`src/rtl/lda_pkg.sv`:
```
// ----------------------------------------------------------------------------
// lda_pkg
// shared widths and constants for the light distance attenuation pipeline
// ----------------------------------------------------------------------------
package lda_pkg;
  localparam int OffsetBits   = 11;
  localparam int RadiusBits   = 10;
  localparam int FractionBits = 16;
  localparam int FactorBits   = FractionBits + 1;
  localparam int AbsBits      = OffsetBits;               // |-1024| fits
  localparam int D2Bits       = 2 * AbsBits + 1;          // 23
  localparam int RadicandBits = D2Bits + 16;              // 39, d2 << 16
  localparam int RootBits     = (RadicandBits + 1) / 2;   // 20
  localparam int SqrtSteps    = RootBits;                 // one root bit per stage
  localparam int R2Bits       = 2 * RadiusBits;
  localparam int DenBits      = D2Bits + 3;               // r2 + 4*d2
  localparam int DropBits     = RootBits + FractionBits - 8; // 28
  localparam int DivSteps     = FactorBits;               // quotient bits needed
  localparam int AddrBits     = 3;

  localparam logic [AddrBits-1:0] AddrRadius = 3'h0;
  localparam logic [AddrBits-1:0] AddrMode   = 3'h4;

  typedef enum logic {
    ModeLinear  = 1'b0,
    ModeInvSq   = 1'b1
  } falloff_e;

  typedef struct packed {
    logic [RadiusBits-1:0] radius;
    falloff_e              mode;
  } cfg_t;
endpackage

```
`src/rtl/lda_regs.sv`:
```
// ----------------------------------------------------------------------------
// lda_regs
// apb register file holding radius and falloff mode
// ----------------------------------------------------------------------------
module lda_regs (
  input  logic                           clk_i,
  input  logic                           rst_ni,
  input  logic                           psel,
  input  logic                           penable,
  input  logic                           pwrite,
  input  logic [lda_pkg::AddrBits-1:0]   paddr,
  input  logic [31:0]                    pwdata,
  output logic [31:0]                    prdata,
  output logic                           pready,
  output lda_pkg::cfg_t                  cfg_o
);
  logic [lda_pkg::RadiusBits-1:0] radius_q;
  logic                           mode_q;
  logic                           wr;

  assign pready = 1'b1;
  assign wr = psel & penable & pwrite;

  always_ff @(posedge clk_i or negedge rst_ni) begin
    if (!rst_ni) begin
      radius_q <= '0;
      mode_q   <= 1'b0;
    end else if (wr) begin
      if (paddr == lda_pkg::AddrRadius) radius_q <= pwdata[lda_pkg::RadiusBits-1:0];
      if (paddr == lda_pkg::AddrMode)   mode_q   <= pwdata[0];
    end
  end

  always_comb begin
    prdata = '0;
    if (paddr == lda_pkg::AddrRadius) prdata[lda_pkg::RadiusBits-1:0] = radius_q;
    else if (paddr == lda_pkg::AddrMode) prdata[0] = mode_q;
  end

  assign cfg_o.radius = radius_q;
  assign cfg_o.mode   = lda_pkg::falloff_e'(mode_q);
endmodule

```
`src/rtl/lda_sqrt_pipe.sv`:
```
// ----------------------------------------------------------------------------
// lda_sqrt_pipe
// squares the offsets, then a restoring square root, one root bit per stage
// ----------------------------------------------------------------------------
module lda_sqrt_pipe (
  input  logic                                clk_i,
  input  logic                                rst_ni,
  input  logic                                en_i,
  input  logic                                valid_i,
  input  logic signed [lda_pkg::OffsetBits-1:0] offset_x_i,
  input  logic signed [lda_pkg::OffsetBits-1:0] offset_y_i,
  output logic                                valid_o,
  output logic [lda_pkg::D2Bits-1:0]          d2_o,
  output logic [lda_pkg::RootBits-1:0]        root_o
);
  localparam int N = lda_pkg::SqrtSteps;
  localparam int RB = lda_pkg::RootBits;
  localparam int RemBits = RB + 2;

  logic [lda_pkg::AbsBits-1:0] ax, ay;
  logic [lda_pkg::D2Bits-1:0]  sq_d;
  logic [lda_pkg::D2Bits-1:0]  sq_q;
  logic                        sq_vld_q;

  logic [N:0]                       vld_q;
  logic [lda_pkg::D2Bits-1:0]       d2_q   [N+1];
  logic [2*RB-1:0]                  rad_q  [N+1];
  logic [RemBits-1:0]               rem_q  [N+1];
  logic [RB-1:0]                    root_q [N+1];

  assign ax = offset_x_i[lda_pkg::OffsetBits-1] ? lda_pkg::AbsBits'(-offset_x_i)
                                                : lda_pkg::AbsBits'(offset_x_i);
  assign ay = offset_y_i[lda_pkg::OffsetBits-1] ? lda_pkg::AbsBits'(-offset_y_i)
                                                : lda_pkg::AbsBits'(offset_y_i);
  assign sq_d = lda_pkg::D2Bits'(ax * ax) + lda_pkg::D2Bits'(ay * ay);

  always_ff @(posedge clk_i or negedge rst_ni) begin
    if (!rst_ni) begin
      sq_vld_q <= 1'b0;
      vld_q    <= '0;
    end else if (en_i) begin
      sq_vld_q <= valid_i;
      vld_q    <= {vld_q[N-1:0], sq_vld_q};
    end
  end

  always_ff @(posedge clk_i) begin
    if (en_i) begin
      sq_q     <= sq_d;
      d2_q[0]  <= sq_q;
      rad_q[0] <= (2*RB)'({sq_q, 16'h0000});
      rem_q[0] <= '0;
      root_q[0] <= '0;
    end
  end

  // each stage brings down two radicand bits and decides one root bit
  for (genvar s = 0; s < N; s++) begin : g_step
    logic [RemBits-1:0] trial_rem;
    logic [RemBits-1:0] trial_sub;
    assign trial_rem = {rem_q[s][RemBits-3:0], rad_q[s][2*RB-1 -: 2]};
    assign trial_sub = {root_q[s], 2'b01};
    always_ff @(posedge clk_i) begin
      if (en_i) begin
        d2_q[s+1]  <= d2_q[s];
        rad_q[s+1] <= {rad_q[s][2*RB-3:0], 2'b00};
        if (trial_rem >= trial_sub) begin
          rem_q[s+1]  <= trial_rem - trial_sub;
          root_q[s+1] <= {root_q[s][RB-2:0], 1'b1};
        end else begin
          rem_q[s+1]  <= trial_rem;
          root_q[s+1] <= {root_q[s][RB-2:0], 1'b0};
        end
      end
    end
  end

  assign valid_o = vld_q[N];
  assign d2_o    = d2_q[N];
  assign root_o  = root_q[N];
endmodule

```
`src/rtl/lda_div_pipe.sv`:
```
// ----------------------------------------------------------------------------
// lda_div_pipe
// forms numerator and denominator per mode, then restoring division one
// quotient bit per stage, and clamps
// ----------------------------------------------------------------------------
module lda_div_pipe (
  input  logic                          clk_i,
  input  logic                          rst_ni,
  input  logic                          en_i,
  input  lda_pkg::cfg_t                 cfg_i,
  input  logic                          valid_i,
  input  logic [lda_pkg::D2Bits-1:0]    d2_i,
  input  logic [lda_pkg::RootBits-1:0]  root_i,
  output logic                          valid_o,
  output logic [lda_pkg::FactorBits-1:0] factor_o
);
  localparam int N  = lda_pkg::DivSteps;
  localparam int NB = lda_pkg::DropBits;          // numerator width
  localparam int DB = lda_pkg::DenBits;
  localparam int FB = lda_pkg::FactorBits;

  // linear: drop = (root << 8) / r ; quotient bits above FB only saturate.
  // inv-sq: r2 * 2^16 / (r2 + 4 d2), quotient <= 2^16.
  logic [lda_pkg::R2Bits-1:0] r2_q;
  logic [lda_pkg::D2Bits-1:0] d2_q;
  logic [lda_pkg::RootBits-1:0] rt_q;
  logic                       pre_vld_q;

  logic [N:0]          vld_q;
  logic [NB-1:0]       num_q  [N+1];
  logic [DB-1:0]       den_q  [N+1];
  logic [DB:0]         rem_q  [N+1];
  logic [FB-1:0]       quo_q  [N+1];
  logic                big_q  [N+1];
  logic                zero_q [N+1];
  logic                lin_q  [N+1];

  logic [NB-1:0] num_d;
  logic [DB-1:0] den_d;
  logic          big_d;

  always_ff @(posedge clk_i or negedge rst_ni) begin
    if (!rst_ni) begin
      pre_vld_q <= 1'b0;
      vld_q     <= '0;
    end else if (en_i) begin
      pre_vld_q <= valid_i;
      vld_q     <= {vld_q[N-1:0], pre_vld_q};
    end
  end

  always_ff @(posedge clk_i) begin
    if (en_i) begin
      r2_q <= lda_pkg::R2Bits'(cfg_i.radius * cfg_i.radius);
      d2_q <= d2_i;
      rt_q <= root_i;
    end
  end

  // the linear quotient reaches 2^16 or more exactly when root<<8 >= r<<16
  // inverse-square dividend tail below the starting remainder: r2[0] then 16 zeros
  always_comb begin
    if (cfg_i.mode == lda_pkg::ModeLinear) begin
      num_d = NB'({rt_q, 8'h00});
      den_d = DB'(cfg_i.radius);
      big_d = ({rt_q, 8'h00} >= ({10'd0, cfg_i.radius} << 16));
    end else begin
      num_d = NB'({r2_q[0], 16'h0000});
      den_d = DB'(r2_q) + DB'({d2_q, 2'b00});
      big_d = 1'b0;
    end
  end

  always_ff @(posedge clk_i) begin
    if (en_i) begin
      lin_q[0]  <= (cfg_i.mode == lda_pkg::ModeLinear);
      zero_q[0] <= (cfg_i.radius == '0);
      big_q[0]  <= big_d;
      den_q[0]  <= den_d;
      quo_q[0]  <= '0;
      num_q[0]  <= num_d << (NB - FB);
      if (cfg_i.mode == lda_pkg::ModeLinear) begin
        // quotient < 2^17 since not big: top dividend bits above bit FB
        // fold into the starting remainder
        rem_q[0] <= (DB+1)'(num_d >> FB);
      end else begin
        // r2*2^16 >> 17 = r2 >> 1, remainder start
        rem_q[0] <= (DB+1)'(r2_q >> 1);
      end
    end
  end

  for (genvar s = 0; s < N; s++) begin : g_step
    logic [DB:0] trial;
    assign trial = {rem_q[s][DB-1:0], num_q[s][NB-1]};
    always_ff @(posedge clk_i) begin
      if (en_i) begin
        num_q[s+1]  <= {num_q[s][NB-2:0], 1'b0};
        den_q[s+1]  <= den_q[s];
        big_q[s+1]  <= big_q[s];
        zero_q[s+1] <= zero_q[s];
        lin_q[s+1]  <= lin_q[s];
        if (trial >= {1'b0, den_q[s]}) begin
          rem_q[s+1] <= trial - {1'b0, den_q[s]};
          quo_q[s+1] <= {quo_q[s][FB-2:0], 1'b1};
        end else begin
          rem_q[s+1] <= trial;
          quo_q[s+1] <= {quo_q[s][FB-2:0], 1'b0};
        end
      end
    end
  end

  localparam logic [FB-1:0] Unity = FB'(1) << lda_pkg::FractionBits;

  always_comb begin
    if (zero_q[N]) factor_o = '0;
    else if (!lin_q[N]) factor_o = quo_q[N];
    else if (big_q[N] || quo_q[N] >= Unity) factor_o = '0;
    else factor_o = Unity - quo_q[N];
  end

  assign valid_o = vld_q[N];
endmodule

```
`src/rtl/light_distance_attenuation.sv`:
```
// ----------------------------------------------------------------------------
// light_distance_attenuation
// distance attenuation factor, linear or inverse square, fully pipelined
// ----------------------------------------------------------------------------
// channel   dir  handshake              payload
// in        in   in_valid_i/in_ready_o  offset_x_i, offset_y_i
// out       out  out_valid_o/out_ready_i factor_o
// cfg       in   apb psel/penable       max_radius @0, falloff_mode @4
//
// one item per cycle while the output is not stalled; stages in order: square, root load,
// 20 root stages, operand stage, divider load, 17 quotient stages, output register
// reset clears all valid bits and both registers to zero
// out stall freezes the whole pipe; in_ready_o follows the output slot
module light_distance_attenuation (
  input  logic                                   clk_i,
  input  logic                                   rst_ni,
  input  logic                                   in_valid_i,
  output logic                                   in_ready_o,
  input  logic signed [lda_pkg::OffsetBits-1:0]  offset_x_i,
  input  logic signed [lda_pkg::OffsetBits-1:0]  offset_y_i,
  output logic                                   out_valid_o,
  input  logic                                   out_ready_i,
  output logic [lda_pkg::FactorBits-1:0]         factor_o,
  input  logic                                   psel,
  input  logic                                   penable,
  input  logic                                   pwrite,
  input  logic [lda_pkg::AddrBits-1:0]           paddr,
  input  logic [31:0]                            pwdata,
  output logic [31:0]                            prdata,
  output logic                                   pready
);
  lda_pkg::cfg_t cfg;
  logic en;
  logic sq_vld, dv_vld;
  logic [lda_pkg::D2Bits-1:0]   d2;
  logic [lda_pkg::RootBits-1:0] root;
  logic [lda_pkg::FactorBits-1:0] fac;
  logic                           out_vld_q;
  logic [lda_pkg::FactorBits-1:0] out_fac_q;

  // pipe moves when the output slot is free or being taken
  assign en         = !out_vld_q || out_ready_i;
  assign in_ready_o = en;

  lda_regs u_regs (
    .clk_i, .rst_ni, .psel, .penable, .pwrite, .paddr, .pwdata,
    .prdata, .pready, .cfg_o(cfg)
  );

  lda_sqrt_pipe u_sqrt (
    .clk_i, .rst_ni, .en_i(en), .valid_i(in_valid_i),
    .offset_x_i, .offset_y_i, .valid_o(sq_vld), .d2_o(d2), .root_o(root)
  );

  lda_div_pipe u_div (
    .clk_i, .rst_ni, .en_i(en), .cfg_i(cfg), .valid_i(sq_vld),
    .d2_i(d2), .root_i(root), .valid_o(dv_vld), .factor_o(fac)
  );

  always_ff @(posedge clk_i or negedge rst_ni) begin
    if (!rst_ni) begin
      out_vld_q <= 1'b0;
    end else if (en) begin
      out_vld_q <= dv_vld;
    end
  end

  always_ff @(posedge clk_i) begin
    if (en) out_fac_q <= fac;
  end

  assign out_valid_o = out_vld_q;
  assign factor_o    = out_fac_q;

  a_hold: assert property (@(posedge clk_i) disable iff (!rst_ni)
    out_valid_o && !out_ready_i |=> out_valid_o && $stable(factor_o))
    else $error("output item changed while stalled");
  a_range: assert property (@(posedge clk_i) disable iff (!rst_ni)
    out_valid_o |-> factor_o <= (lda_pkg::FactorBits'(1) << lda_pkg::FractionBits))
    else $error("factor above unity");
  a_ready: assert property (@(posedge clk_i) disable iff (!rst_ni)
    !out_valid_o |-> in_ready_o)
    else $error("input blocked with empty output");
endmodule

```
`config.mk`:
```
export PLATFORM = sky130hd
export DESIGN_NAME = light_distance_attenuation
export DESIGN_NICKNAME = d
export VERILOG_FILES = /design/src/rtl/lda_pkg.sv /design/src/rtl/lda_regs.sv /design/src/rtl/lda_sqrt_pipe.sv /design/src/rtl/lda_div_pipe.sv /design/src/rtl/light_distance_attenuation.sv
export SDC_FILE = /design/constraint.sdc
export NUM_CORES = 2
export LEC_CHECK = 0
export BUFFER_PORTS_ARGS = -buffer_cell sky130_fd_sc_hd__buf_2
export CAP_MARGIN = 20
export CORE_UTILIZATION = 45
export CTS_BUF_LIST = sky130_fd_sc_hd__clkbuf_2 sky130_fd_sc_hd__clkbuf_4 sky130_fd_sc_hd__clkbuf_8
export DETAILED_ROUTE_END_ITERATION = 6
export PLACE_DENSITY = 0.7
export SLEW_MARGIN = 30
export SYNTH_ARGS = -nofsm -noshare
export SYNTH_HDL_FRONTEND = slang
export SYNTH_SLANG_ARGS = --single-unit
export TNS_END_PERCENT = 100
```
`constraint.sdc`:
```
create_clock -name clk_i -period 46.8 [get_ports clk_i]
set_clock_uncertainty 0.05 [all_clocks]
set_input_delay 2.34 -clock clk_i [delete_from_list [all_inputs] [get_ports clk_i]]
set_output_delay 2.34 -clock clk_i [all_outputs]
set_load 0.01 [all_outputs]
```
**Yosys cells after proc, flatten, opt, wreduce, memory -nomap -nowiden**

Memory sizes are Yosys's and may differ from the RTL's. A register that Yosys moved wholly into a read port is not among the register bits.
Index checks and enable logic that the tools add are counted.

- Register bits after elaboration: 113
- Memory bits (writable): 3963
- Output and inout bits: 52
- Logic and storage cells: 506
- Memories: 11

Memories:

| name | words | bits a word | read ports | clocked after Yosys merged registers in | write ports | RTL line | text |
|---|---|---|---|---|---|---|---|
| u_sqrt.rad_q | 21 | 38 | 20 | 0 | 21 | lda_sqrt_pipe.sv:27 | `logic [2*RB-1:0] rad_q [N+1];` |
| u_div.num_q | 18 | 27 | 17 | 0 | 18 | lda_div_pipe.sv:30 | `logic [NB-1:0] num_q [N+1];` |
| u_div.rem_q | 18 | 27 | 17 | 0 | 18 | lda_div_pipe.sv:32 | `logic [DB:0] rem_q [N+1];` |
| u_sqrt.d2_q | 21 | 23 | 21 | 1 | 21 | lda_sqrt_pipe.sv:26 | `logic [lda_pkg::D2Bits-1:0] d2_q [N+1];` |
| u_div.den_q | 18 | 26 | 17 | 0 | 18 | lda_div_pipe.sv:31 | `logic [DB-1:0] den_q [N+1];` |
| u_sqrt.rem_q | 21 | 22 | 20 | 0 | 21 | lda_sqrt_pipe.sv:28 | `logic [RemBits-1:0] rem_q [N+1];` |
| 5 more memories | -- | -- | -- | -- | -- | -- |  |

- $add $sub $neg: 42
- Multiply operators: 3
- Order comparisons: 39
- Equal/unequal tests: 1
- Mux-type cells: 315
- Bitwise operators: 78
- Reduce and logical (&&, ||, !) cells: 7

Operator list:

| kind | count |
|---|---|
| $mux 27 | 18 |
| $ge 27x26->1 | 17 |
| $sub 27x26->27 | 17 |
| $ge 22x22->1 | 20 |
| $mux 22 | 20 |
| $sub 22x22->22 | 20 |
| $mux 20 | 20 |
| $mux 17 | 19 |
| $mux 1 | 233 |
| $or 1x1->1 | 75 |
| $mul 11x11->22 | 2 |
| $ge 28x26->1 | 1 |
| $mux 28 | 1 |
| $add 20x25->26 | 1 |
| $mux 26 | 1 |
| $add 22x22->23 | 1 |
| $mux 11 | 2 |
| $neg 11->11 | 2 |
| $mul 10x10->20 | 1 |
| $ge 17x17->1 const B | 1 |
| $sub 17x17->17 const A | 1 |
| $logic_not 10->1 | 1 |
| $mux 9 | 1 |
| $reduce_and 2->1 | 2 |
| other kinds (6) | 8 |

**Longest topological paths before layout**

An unclocked memory read counts as a cell.

- Word-level depth: 6
- Mapped depth: 28
- Gate-level depth less buffers: 28

**Modules after synthesis**

From an unflattened synthesis, not the netlist that was laid out.

- Cells, all modules: 9887
- Area, all modules: 122294.8 µm²

By module, submodules not included:

| module | times used | cells an instance | area each (µm²) | seq. area each (µm²) |
|---|---|---|---|---|
| lda_div_pipe | 1 | 5701 | 67014.3 | 36229.7 |
| lda_sqrt_pipe | 1 | 4103 | 54024.3 | 32401.1 |
| lda_regs | 1 | 63 | 698.2 | 275.3 |
| light_distance_attenuation | 1 | 20 | 558.0 | 535.5 |

**Worst setup path before layout**

Ideal clock, no wire load.

- Path kind: input to register
- Start: input out_ready_i
- End: memory u_div.quo_q[0][17] in the netlist's numbering (enable)
- Setup time: 1.915 ns
- Arrival time: 33.096 ns
- Data required time: 44.835 ns
- Setup slack: 11.739 ns
- Stages on the path: 5
- Buffers on the path: 3
- Cell sequence: nor2b_1 buf_4 clkinv_1 clkbuf_1 buf_1

RTL lines:

| element | RTL line | text |
|---|---|---|
| start: declaration | light_distance_attenuation.sv:22 | `input logic out_ready_i,` |
| end: declaration | lda_div_pipe.sv:33 | `logic [FB-1:0] quo_q [N+1];` |

**Final worst setup path**

- Start: input offset_x_i[4] in the netlist's numbering
- End: register u_sqrt.sq_q[20] in the netlist's numbering, data pin

- Word-level cells in the longest chain between the ends: 4

Ends and longest elaborated chain:

| element | RTL line | text |
|---|---|---|
| start: declaration | light_distance_attenuation.sv:19 | `input logic signed [lda_pkg::OffsetBits-1:0] offset_x_i,` |
| $neg 11->11 | lda_sqrt_pipe.sv:31 | `assign ax = offset_x_i[lda_pkg::OffsetBits-1] ? lda_pkg::AbsBits'(-offset_x_i)` |
| $mux 11 * | lda_sqrt_pipe.sv:31 |  |
| $mul 11x11->22 * | lda_sqrt_pipe.sv:35 | `assign sq_d = lda_pkg::D2Bits'(ax * ax) + lda_pkg::D2Bits'(ay * ay);` |
| $add 22x22->23 * | lda_sqrt_pipe.sv:35 |  |
| named net u_sqrt.sq_d (one bit) | lda_sqrt_pipe.sv:21 | `logic [lda_pkg::D2Bits-1:0] sq_d;` |
| end signal: assignment | lda_sqrt_pipe.sv:49 | `sq_q <= sq_d;` |
| end: declaration | lda_sqrt_pipe.sv:22 | `logic [lda_pkg::D2Bits-1:0] sq_q;` |

The timed path passes the listed nets; every way through them passes the cells marked *.
A chain may end at the register's enable or synchronous reset.

==> metrics.md <==
| Metric | Value |
|---|---|
| DR WL/cell | `18.3 µm` |
| Final setup TNS | `0 ns` |
| Io pins | `116` |
| Dpl hpwl | `192 mm` |
| Fmax achieved | `102 MHz` |
| Max-cap viol count | `0` |
| Hold-critical path depth | `0` |
| Final worst path period need | `9.81 ns` |
| Drt first pass iters | `7` |
| Global Route met3 Usage | `0.0246` |
| Total core area | `0.271 mm²` |
| Sequential area share after synthesis | `0.565` |
| Post-DP Area | `0.128 mm²` |
| Clock Tree Buf Depth | `4` |
| Final core utilization | `0.499` |
| Busiest grt layer | `met2` |
| Initial core utilization | `0.453` |
| Post-CTS sizing | `0` |
| Total Wirelength | `262 mm` |
| Outcome | `finished clean` |
| Mapped Avg Cell Area | `12.2 µm²` |
| Post-CTS Setup Bufs | `0` |
| Vias/cell | `5.38` |
| Placer congestion estimate | `0.919` |
| Crit path DAT | `10.45 ns` |
| Num Clock Sinks | `2322` |
| # rows | `191` |
| Total number of vias | `76900` |
| Total CTS buffers | `386` |
| Main synth FF type | `edfxtp_1` |
| R2r setup slk | `40.38 ns` |
| CP required | `47.44 ns` |
| Port buffer count | `70` |
| Syn-to-layout area delta | `10.2%` |
| Global Route Usage Sum | `0.187` |
| Max-slew violation count | `0` |
| CTS tree | `yes` |
| Pin count of the biggest net entering global routing | `171` |
| Remaining DRCs | `0` |
| Setup violations, final | `0` |
| Reg-to-reg critical path startpoint | `u_regs.radius_q[0]$_DFFE_PN0P_` |
| Reg2Reg Depth | `17` |
| Die X | `524 µm` |
| YS warnings | `0` |
| Yosys reg bits | `2322` |
| Global route overflow | `0` |
| Fin area | `0.135 mm²` |
| RSZ-0062 raised after global routing | `false` |
| Tcrit/Tclk final | `0.210` |
| Initial antenna violation count | `5` |
| Share of cells above drive strength 1 | `0.103` |
| 1st-iter DRT viols | `5461` |
| Ys async rst share | `0.0228` |
| Reg2reg end | `u_div.r2_q[18]$_DFFE_PN_` |
| Mapped cell area | `0.123 mm²` |
| Kind of critical path | `input port to flip-flop` |
| DIE HEIGHT | `524 µm` |
| Hold Path End | `u_sqrt.d2_q[1][17]$_DFFE_PN_` |
| CP Capture Type | `flip-flop` |
| Cell count after synthesis | `10100` |
| Worst Hold Class | `flip-flop to flip-flop` |
| Vias in the first global route | `78100` |
| Fin. Hold Viols | `0` |
| GR met1 Demand/Resource | `0.235` |
| Worst Max-Slew Pin Slew | `1.00 ns` |
| Met2 usage | `0.325` |
| CTS Hold Bufs | `0` |
| Clk Latency, worst-skew pair | `1.01 ns` |
| CP max FO | `9` |
| Number of synthesized flops with an enable pin | `2267` |
| Distinct cell type count after synthesis | `100` |
| Startpoint of the worst hold path | `u_sqrt.d2_q[0][17]$_DFFE_PN_` |
| Startpoint types | `input port` |
| Layout Nets | `11600` |
| Max_slew headroom | `0.333` |
| H-tree level count | `5` |
| Clk pin slew, worst setup/hold paths | `0.06 ns` |
| Fill cell count | `23300` |
| Die Footprint | `0.275 mm²` |
| Root buf cell | `clkbuf_8` |
| Global-route wire length before repair | `416 mm` |
| Hold slack | `0.305 ns` |
| Antenna-violating nets left | `0` |
-- worst max-delay path, cell delays in order --
cell and delay [ns]:
buf_2 0.12, or3_1 0.39, or2_2 0.32, or4_1 0.44, o31a_1 0.26, xor2_1 0.14, buf_4 0.23, inv_1 0.17
nor2_1 0.37, fa_1 0.50, inv_1 0.10, fa_1 0.41, fa_1 0.52, inv_1 0.06, fa_1 0.55, fa_1 0.43
fa_1 0.52, fa_1 0.44, ha_1 0.26, o41ai_1 0.64, o211ai_1 0.24, o221ai_1 0.44, o2111ai_1 0.20, a21oi_1 0.24
xnor2_1 0.11
-- per-layer routing --
layer	part of all wire	routed length, µm	up-vias
met1	0.42	110000	37100
met3	0.049	12900	616
li1	-	-	37000
met4	0.039	10300	4
met5	0.00010	27	-
met2	0.49	128000	2094
-- placed cells by master, fill, tap and decap left out, types with 238 or more instances in the layout --
cell type / instances
ha_1: 826
xor2_1: 260
nand2_1: 708
o21ai_0: 451
xnor2_1: 372
nor2_1: 607
a21oi_1: 541
clkbuf_8: 392
mux2_2: 264
edfxtp_1: 2267
a21o_1: 238
inv_1: 1204
-- cells in the mapped netlist (22+ instances only) --
cell | count | area share
nand4_1 | 93 | 0.0047
buf_4 | 30 | 0.0018
nor4_1 | 57 | 0.0029
nand2b_1 | 94 | 0.0048
a31oi_1 | 62 | 0.0032
o31a_1 | 22 | 0.0016
and2_1 | 68 | 0.0035
or2_2 | 33 | 0.0017
mux2_2 | 264 | 0.024
ha_1 | 826 | 0.084
a21o_1 | 238 | 0.015
o21ai_0 | 451 | 0.018
nand3_1 | 170 | 0.0069
o31ai_1 | 68 | 0.0042
a2111oi_0 | 22 | 0.0016
o211ai_1 | 52 | 0.0032
o21a_1 | 127 | 0.0078
nor3_1 | 187 | 0.0076
nand3b_1 | 23 | 0.0014
nor2_1 | 607 | 0.019
or3_1 | 63 | 0.0032
inv_1 | 1206 | 0.037
or4_1 | 29 | 0.0018
a211oi_1 | 45 | 0.0028
a21boi_0 | 38 | 0.0023
a21oi_1 | 541 | 0.022
fa_1 | 235 | 0.038
dfrtp_1 | 53 | 0.011
edfxtp_1 | 2267 | 0.55
xor2_1 | 260 | 0.019
nor2b_1 | 107 | 0.0054
o21bai_1 | 62 | 0.0038
nand2_1 | 708 | 0.022
xnor2_1 | 375 | 0.027
clkbuf_1 | 146 | 0.0045
mux2i_1 | 40 | 0.0033
and3_1 | 72 | 0.0037
-- cell families after synthesis --
family,Yosys count,share of synthesized area
multiplexers,321,0.0290
other,2,0.0000611
XOR/XNOR,635,0.0453
AND/OR/NAND/NOR,2369,0.0918
adder cells (fa/ha/maj),1061,0.122
buffers and inverters,1423,0.0448
flip-flops,2322,0.565
AO/OA/AOI/OAI,1939,0.101
-- state kept, by name, indices dropped and copies added, names as in the netlist, 10 cells and up --
signal	count
u_div.num_q	45
u_div.d2_q	23
u_div.lin_q	18
u_sqrt.root_q	210
u_sqrt.d2_q	482
u_sqrt.vld_q	21
u_div.rem_q	435
u_sqrt.rem_q	345
u_regs.radius_q	10
u_sqrt.sq_q	23
factor_o	17
u_div.zero_q	18
u_div.r2_q	19
u_div.rt_q	20
u_div.den_q	442
u_div.vld_q	18
u_div.quo_q	153
u_div.big_q	18
-- per-stage QoR --
stage | setup slack (ns) | instances
floorplan | 11.74 | 10100
global placement | 35.93 | 13600
detailed placement | 36.07 | 13600
CTS | 37.09 | 14300
global route | 36.58 | 14300
finish | 36.99 | 14300
-- worst max-delay path by stage --
stage,from,to,slack [ns],cells past startpoint
6_report,offset_x_i[4],u_sqrt.sq_q[20]$_DFFE_PN_,36.99,25
4_1_cts,offset_x_i[4],u_sqrt.sq_q[20]$_DFFE_PN_,37.09,25
3_5_place_dp,offset_x_i[4],u_sqrt.sq_q[20]$_DFFE_PN_,36.07,25
5_1_grt,offset_x_i[4],u_sqrt.sq_q[20]$_DFFE_PN_,36.58,25
2_1_floorplan,out_ready_i,u_div.quo_q[0][17]$_DFFE_PP_,11.74,5
3_3_place_gp,offset_x_i[0],u_sqrt.sq_q[20]$_DFFE_PN_,35.93,26
-- cell type report --
| type | count | area [µm²] | share of cell area |
|---|---|---|---|
| clock inverters | 184 | 1450 | 0.0107 |
| multi-input cells | 6362 | 48200 | 0.356 |
| inverters | 1218 | 4590 | 0.0339 |
| clock buffers | 502 | 6220 | 0.0460 |
| flip-flops and latches | 2322 | 69400 | 0.513 |
| repair buffers | 141 | 1020 | 0.00751 |
| diodes | 3 | 7.51 | 0.0000555 |
| well taps | 3570 | 4470 | 0.0330 |
Power is not shown: default switching activity piles up to over one toggle a cycle in this logic, so the estimate is an artifact.
